$ cat config.mk
export PLATFORM = sky130hd
export DESIGN_NAME = framed_packet_receiver
export DESIGN_NICKNAME = d
export VERILOG_FILES = /design/src/rtl/core/frp_pkg.sv /design/src/rtl/core/frp_cfg.sv /design/src/rtl/core/frp_engine.sv /design/src/rtl/core/framed_packet_receiver.sv
export SDC_FILE = /design/constraint.sdc
export NUM_CORES = 1
export LEC_CHECK = 0
export ABC_AREA = 0
export BUFFER_PORTS_ARGS = -buffer_cell sky130_fd_sc_hd__buf_2
export CAP_MARGIN = 25
export CORE_MARGIN = 2
export CORE_UTILIZATION = 57
export CTS_CLUSTER_SIZE = 10
export DETAILED_ROUTE_END_ITERATION = 8
export GPL_ROUTABILITY_DRIVEN = 0
export PLACE_DENSITY = 0.78
export SETUP_SLACK_MARGIN = 0.1
export SYNTH_ARGS = -nofsm -noshare
export SYNTH_HDL_FRONTEND = slang
export SYNTH_HIERARCHICAL = 1
export SYNTH_SLANG_ARGS = --single-unit
$ cat constraint.sdc
create_clock -name aclk -period 4.9 [get_ports aclk]
set_input_delay 0.245 -clock aclk [delete_from_list [all_inputs] [get_ports aclk]]
set_output_delay 0.245 -clock aclk [all_outputs]
set_load 0.01 [all_outputs]
$ cat src/rtl/core/frp_pkg.sv
`timescale 1ns / 1ps

package frp_pkg;

    // Marker window length in bytes (1 to 8)
    localparam int unsigned MARKER_BYTES = 4;
    localparam int unsigned WIN_W        = 8 * MARKER_BYTES;

    // Configuration port
    localparam int unsigned APB_ADDR_W = 3;
    localparam int unsigned APB_DATA_W = 32;

    // Register indexes, taken from paddr[2]
    localparam logic REG_START_MARKER = 1'b0;
    localparam logic REG_MAX_PAYLOAD  = 1'b1;

    // Header fields are two bytes each
    localparam logic [15:0] HDR_BYTES = 16'd2;

    typedef struct packed {
        logic [31:0] start_marker;
        logic [15:0] max_payload;
    } frp_cfg_t;

    typedef struct packed {
        logic        frame_start;
        logic        payload_valid;
        logic [7:0]  payload_byte;
        logic [15:0] payload_index;
        logic        frame_end;
        logic        frame_ok;
        logic        frame_aborted;
    } frp_result_t;

endpackage

$ cat src/rtl/core/frp_cfg.sv
`timescale 1ns / 1ps

module frp_cfg
    import frp_pkg::*;
(
    input  logic                  aclk,
    input  logic                  aresetn,
    input  logic                  psel,
    input  logic                  penable,
    input  logic                  pwrite,
    input  logic [APB_ADDR_W-1:0] paddr,
    input  logic [APB_DATA_W-1:0] pwdata,
    output logic [APB_DATA_W-1:0] prdata,
    output logic                  pready,
    output frp_cfg_t              cfg
);

    logic [31:0] start_marker_reg;
    logic [15:0] max_payload_reg;
    logic        wr_req;
    logic        reg_idx;

    assign pready  = 1'b1;
    assign wr_req  = psel & penable & pwrite & pready;
    assign reg_idx = paddr[2];

    // Register writes on the access phase
    always_ff @(posedge aclk) begin
        if (!aresetn) begin
            start_marker_reg <= '0;
            max_payload_reg  <= 16'hFFFF;
        end else if (wr_req) begin
            unique case (reg_idx)
                REG_START_MARKER: start_marker_reg <= pwdata[31:0];
                REG_MAX_PAYLOAD:  max_payload_reg  <= pwdata[15:0];
                default:          ;
            endcase
        end
    end

    // Read-back
    always_comb begin
        unique case (reg_idx)
            REG_START_MARKER: prdata = start_marker_reg;
            REG_MAX_PAYLOAD:  prdata = {16'd0, max_payload_reg};
            default:          prdata = '0;
        endcase
    end

    assign cfg.start_marker = start_marker_reg;
    assign cfg.max_payload  = max_payload_reg;

endmodule

$ cat src/rtl/core/frp_engine.sv
`timescale 1ns / 1ps

module frp_engine
    import frp_pkg::*;
(
    input  logic        aclk,
    input  logic        aresetn,
    input  frp_cfg_t    cfg,
    input  logic        step,
    input  logic [7:0]  rx_byte,
    output frp_result_t result
);

    typedef enum logic [1:0] {
        PH_IDLE,
        PH_LEN,
        PH_SUM,
        PH_DATA
    } phase_t;

    phase_t            phase_reg,    phase_next;
    logic [WIN_W-1:0]  window_reg,   window_next;
    logic [15:0]       length_reg,   length_next;
    logic [15:0]       checksum_reg, checksum_next;
    logic [15:0]       sum_reg,      sum_next;
    logic [15:0]       left_reg,     left_next;

    logic [WIN_W+7:0]  win_shift;
    logic [WIN_W-1:0]  win_shifted;
    logic [63:0]       marker_ext;
    logic [15:0]       left_dec;
    logic [15:0]       hdr_word;
    logic [15:0]       sum_add;

    assign win_shift   = {window_reg, rx_byte};
    assign win_shifted = win_shift[WIN_W-1:0];
    assign marker_ext  = {32'd0, cfg.start_marker};
    assign left_dec    = left_reg - 16'd1;
    assign sum_add     = sum_reg + {8'd0, rx_byte};

    // Frame state update for one byte
    always_comb begin
        phase_next    = phase_reg;
        window_next   = win_shifted;
        length_next   = length_reg;
        checksum_next = checksum_reg;
        sum_next      = sum_reg;
        left_next     = left_reg;
        result        = '0;
        hdr_word      = '0;

        if (win_shifted == marker_ext[WIN_W-1:0]) begin
            // start marker: restart, window cleared too
            window_next        = '0;
            length_next        = '0;
            checksum_next      = '0;
            sum_next           = '0;
            phase_next         = PH_LEN;
            left_next          = HDR_BYTES;
            result.frame_start = 1'b1;
        end else begin
            unique case (phase_reg)
                PH_LEN: begin
                    hdr_word    = {length_reg[7:0], rx_byte};
                    length_next = hdr_word;
                    left_next   = left_dec;
                    if (left_dec == '0) begin
                        if (hdr_word > cfg.max_payload) begin
                            window_next          = '0;
                            length_next          = '0;
                            checksum_next        = '0;
                            sum_next             = '0;
                            left_next            = '0;
                            phase_next           = PH_IDLE;
                            result.frame_aborted = 1'b1;
                        end else begin
                            phase_next = PH_SUM;
                            left_next  = HDR_BYTES;
                        end
                    end
                end
                PH_SUM: begin
                    hdr_word      = {checksum_reg[7:0], rx_byte};
                    checksum_next = hdr_word;
                    left_next     = left_dec;
                    if (left_dec == '0) begin
                        if (length_reg != '0) begin
                            phase_next = PH_DATA;
                            left_next  = length_reg;
                        end else begin
                            // empty frame: checksum must be zero
                            result.frame_end = 1'b1;
                            result.frame_ok  = (hdr_word == '0);
                            phase_next       = PH_IDLE;
                        end
                    end
                end
                PH_DATA: begin
                    result.payload_valid = 1'b1;
                    result.payload_byte  = rx_byte;
                    result.payload_index = length_reg - left_reg;
                    sum_next             = sum_add;
                    left_next            = left_dec;
                    if (left_dec == '0) begin
                        // sum plus checksum wraps to zero when they match
                        result.frame_end = 1'b1;
                        result.frame_ok  = ((sum_add + checksum_reg) == '0);
                        phase_next       = PH_IDLE;
                    end
                end
                default: ;
            endcase
        end
    end

    always_ff @(posedge aclk) begin
        if (!aresetn) begin
            phase_reg    <= PH_IDLE;
            window_reg   <= '0;
            length_reg   <= '0;
            checksum_reg <= '0;
            sum_reg      <= '0;
            left_reg     <= '0;
        end else if (step) begin
            phase_reg    <= phase_next;
            window_reg   <= window_next;
            length_reg   <= length_next;
            checksum_reg <= checksum_next;
            sum_reg      <= sum_next;
            left_reg     <= left_next;
        end
    end

endmodule

$ cat src/rtl/core/framed_packet_receiver.sv
`timescale 1ns / 1ps

// Frame receiver: takes one received byte per request on the s_ stream and gives
// exactly one result per byte on the m_ stream. A frame opens when the last
// MARKER_BYTES bytes equal the start_marker register; a big-endian 16-bit length
// and a big-endian 16-bit checksum follow, then the payload bytes, which are passed
// out with their index. The last payload byte (or the checksum byte of an empty
// frame) carries tlast with the checksum verdict; a length above max_payload drops
// the frame and flags it aborted. One byte is taken every clock cycle when the
// output side keeps up; a byte's result is offered on the m_ stream once the byte
// has moved from the input register into the result register. The rate is set by
// the frame state update, which handles one byte per cycle while bytes advance, in
// a single pass of logic.
module framed_packet_receiver
    import frp_pkg::*;
(
    input  logic                  aclk,
    input  logic                  aresetn,
    // input stream
    input  logic                  s_tvalid,
    output logic                  s_tready,
    input  logic [7:0]            s_tdata,   // [7:0] rx_byte
    // result stream
    output logic                  m_tvalid,
    input  logic                  m_tready,
    output logic [23:0]           m_tdata,   // [7:0] payload_byte, [23:8] payload_index
    output logic [3:0]            m_tuser,   // [0] frame_start, [1] payload_valid,
                                             // [2] frame_ok, [3] frame_aborted
    output logic                  m_tlast,   // frame_end
    // configuration
    input  logic                  psel,
    input  logic                  penable,
    input  logic                  pwrite,
    input  logic [APB_ADDR_W-1:0] paddr,
    input  logic [APB_DATA_W-1:0] pwdata,
    output logic [APB_DATA_W-1:0] prdata,
    output logic                  pready
);

    frp_cfg_t    cfg;
    frp_result_t result;
    frp_result_t out_reg;

    logic        in_valid_reg;
    logic [7:0]  in_byte_reg;
    logic        out_valid_reg;
    logic        advance;

    frp_cfg u_cfg (
        .aclk    (aclk),
        .aresetn (aresetn),
        .psel    (psel),
        .penable (penable),
        .pwrite  (pwrite),
        .paddr   (paddr),
        .pwdata  (pwdata),
        .prdata  (prdata),
        .pready  (pready),
        .cfg     (cfg)
    );

    // byte moves from the input register into the result register
    assign advance  = in_valid_reg & (~out_valid_reg | m_tready);
    assign s_tready = ~in_valid_reg | advance;

    frp_engine u_engine (
        .aclk    (aclk),
        .aresetn (aresetn),
        .cfg     (cfg),
        .step    (advance),
        .rx_byte (in_byte_reg),
        .result  (result)
    );

    // Input register
    always_ff @(posedge aclk) begin
        if (!aresetn) begin
            in_valid_reg <= 1'b0;
        end else if (s_tvalid && s_tready) begin
            in_valid_reg <= 1'b1;
        end else if (advance) begin
            in_valid_reg <= 1'b0;
        end
    end

    always_ff @(posedge aclk) begin
        if (s_tvalid && s_tready) begin
            in_byte_reg <= s_tdata;
        end
    end

    // Result register
    always_ff @(posedge aclk) begin
        if (!aresetn) begin
            out_valid_reg <= 1'b0;
        end else if (advance) begin
            out_valid_reg <= 1'b1;
        end else if (m_tready) begin
            out_valid_reg <= 1'b0;
        end
    end

    always_ff @(posedge aclk) begin
        if (advance) begin
            out_reg <= result;
        end
    end

    assign m_tvalid = out_valid_reg;
    assign m_tdata  = {out_reg.payload_index, out_reg.payload_byte};
    assign m_tuser  = {out_reg.frame_aborted, out_reg.frame_ok,
                       out_reg.payload_valid, out_reg.frame_start};
    assign m_tlast  = out_reg.frame_end;

endmodule

==> results.yml <==
grt:
  overflow: 0
  grt_pass1_wl_um: 43900
  grt_usage_pct: 27.5
  grt_pass1_vias: 8537
  grt_max_degree: 71
  antenna_found_initial: 0
synthesis:
  synth_seq_cells: 177
  netlist_area_mm2: 0.0105
  yosysTopAreaCellShare_pct: 26.6
  synth.area.top_cells: "dfxtp_1, edfxtp_1, ha_1, mux2i_1, xnor2_1"
  syn_nets: 1291
  synth_flop_cell: "dfxtp_1"
  netlist_instances: 1182
  synth_enable_flop_cells: 37
  async_reset_ff_share_pct: 0
  synth.avg_cell_area_um2: 8.91
  synth_top_cell_by_area: "dfxtp_1"
  yosys_warnings: 6
  yosysUniqueCellTypes: 80
  seq_area_frac_synth_pct: 37.2
critical_path:
  r2r_setup_slack_ns: 0.44
  cpPeakStageDelay_ns: 0.41
  end_kind: "flop"
  r2r_cells: 19
  cp.required_ns: 5.15
  arrival_ns: 4.71
  crit_path_cell_trace: "ha_1 > inv_1 > fa_1 > nor2b_1 > o21ai_0 > a21boi_1 > o21ai_0 > a21o_1 > a21oi_2 > xor2_1 > ha_1 > nor2b_1 > or4_1 > a2111oi_1 > nand3_1 > nand4b_1 > a2111oi_2 > nand4b_1 > o41ai_2"
  path_class: "flop to flop"
  cpMaxStageDelayCell: "fa_1"
  worstSetupStartpointType: "flop"
  cp_max_fo: 5
cts:
  clkLatencyLatePin_ns: 0.44
  h-tree-depth: 4
  ctsRootBufferMaster: "clkbuf_16"
  clk_pin_slew_ns: 0.06
  cts.sinks: 177
  cts_tree: "built"
  post_cts_buffers: 0
  cts_buffers: 17
  clk_path_buf_depth: 2
routing:
  dr.pass1.iters: 7
  routed_wl_um: 27200
  num_vias: 9219
  vias_per_cell: 6.07
  drt_iter0_drc: 831
  ant_nets: 0
  route.detailed.drc: 0
  wl_per_cell_um: 17.9
die:
  num_rows: 49
  start_util_pct: 58.4
  dieArea_mm2: 0.0196
  ios: 114
  core_region_area_mm2: 0.0180
  die_x_um: 140
  die_h_um: 140
hold_path:
  holdPathStages: 1
  hold_class: "primary input to flop"
sta:
  rsz0062_at_grt: "false"
  setup-violations-final: 0
  min_period_ns: 4.46
  skew_ns: 0.0138
  maxSlewViolCount: 0
  worst_slew_pin_slew_ns: 1.07
  fin_crit_sh_pct: 91.0
  fin_tns_setup_ns: 0
  max_freq_mhz: 224
  timing_hold_violations_final: 0
  max-slew-margin-rel_pct: 28.2
  setup_ws_ns: 0.441
layout:
  regArea_mm2: 0.00391
  final_common_cell: "dfxtp_1"
  n_fill_cell: 1469
  fin_nets: 1385
  drive_above_1_share_pct: 16.1
  multi_input_area_mm2: 0.00612
  largest_reg_flops: 32
  layout_common_cells: "dfxtp_1, nand2_1, buf_2, nor2_1, a21oi_1"
  post-route-cell-area_mm2: 0.0118
  syn_to_final_growth_pct: 12.4
  diodes: 0
job:
  cap_violations: 0
pwr:
  powerDensity_mw_per_mm2: 257
  p_switching_w: 0.000762
  power_leakage_nw: 4.81
  vdd_drop_max_mv: 0.263
  switching_share_pct: 25.1
  seqPwrFrac_pct: 50.4
  pwr-share-comb_pct: 8.0
  p_int_w: 0.00228
  clkPwrFrac_pct: 41.6
place:
  dp_hpwl_um: 19300
  io_buffer_count: 110
  dpl_cell_area_mm2: 0.0112
  preCtsSetupSlack_ns: 0.333
status:
  status: "complete, no violations"
-- repair_timing --
item | CTS | global route
setup endpoints to repair | 0 | 1
resized for setup | 0 | 4
hold endpoints to repair | 6 | 1
hold buffers | 6 | 1
-- cell type report --
class / count / share of cell area (%)
well taps: 229 / 2.42
inverters: 57 / 1.81
clock buffers: 20 / 3.77
multi-input cells: 887 / 51.8
flip-flops and latches: 177 / 33.1
repair buffers: 136 / 6.47
clock inverters: 12 / 0.698
-- final timing paths --
path / to / startpoint
worst min register to register: u_engine/sum_reg[6] / u_engine/sum_reg[6]
worst max register to register: m_tuser[2] / in_byte_reg[0]
worst min-delay path: in_byte_reg[1] / s_tdata[1]
worst max-delay path: m_tuser[2] / in_byte_reg[0]
-- cells in the mapped netlist, types with 4 or more instances --
cell type  number
nand2b_1        4
or2_2           8
a21o_1         16
buf_2          11
or3_1           5
o21ai_1         5
o211ai_1       18
mux2i_1        51
nor3_1         25
o21bai_1        6
o21a_1          8
clkbuf_1       39
ha_1           56
and2_1         13
nor2b_1        57
inv_1          54
dfxtp_1       140
nand4_1        16
mux2_2         16
xnor2_1        53
nor2_1         96
nand4b_1        4
nor4_1         17
a21oi_1        59
a32oi_1        43
o21ai_0        53
a211oi_1       16
edfxtp_1       37
o31ai_1         4
nand2_1       114
a31oi_1        19
nand3_1        20
and3_1         12
xor2_1         12
-- worst max-delay path: cells and delay by family (launching register included) --
kind	cells	cell delay [ns]
AO/OA/AOI/OAI	8	1.79
AND/OR/NAND/NOR	6	1.04
flip-flops	1	0.35
XOR/XNOR	1	0.09
buffers and inverters	1	0.06
adder cells (fa/ha/maj)	3	0.95
-- cell families (layout without fill, tap and decap cells) --
logic type | Yosys count | in the layout | synth area share (%)
adder cells (fa/ha/maj) | 59 | 59 | 7.22
AO/OA/AOI/OAI | 283 | 283 | 18.7
buffers and inverters | 118 | 225 | 4.99
multiplexers | 67 | 67 | 6.56
other | 1 | 1 | 0.0356
XOR/XNOR | 65 | 65 | 5.41
AND/OR/NAND/NOR | 412 | 412 | 19.9
flip-flops | 177 | 177 | 37.2
-- through the flow --
stage | hold slack, ns | std cells | total power (W) | util [%]
final | 0.0123 | 1518 | 0.00304 | 65.7
after global routing | 0.00403 | 1518 | 0.00312 | 65.7
after CTS | 0.00459 | 1517 | 0.00304 | 65.5
after detailed placement | 0.427 | 1479 | 0.00180 | 62.3
after global placement | 0.422 | 1479 | 0.00179 | 62.3
after floorplan | 0.344 | 1182 | 0.00171 | -
-- power groups by stage --
| stage | clock network (W) | logic (W) | registers [W] |
|---|---|---|---|
| after global placement | 0 | 0.000231 | 0.00156 |
| final | 0.00126 | 0.000244 | 0.00153 |
| after floorplan | 0 | 0.000146 | 0.00157 |
| after global routing | 0.00132 | 0.000265 | 0.00153 |
| after CTS | 0.00127 | 0.000242 | 0.00153 |
| after detailed placement | 0 | 0.000236 | 0.00156 |
-- per-layer routing --
metal  track usage [%]  routed length (um)
met1              37.8               11900
met2              43.6               12500
met3              5.09                2150
met4              9.89                 651
met5                 0                   0
Note: power is estimated with default switching activity, not from simulation.
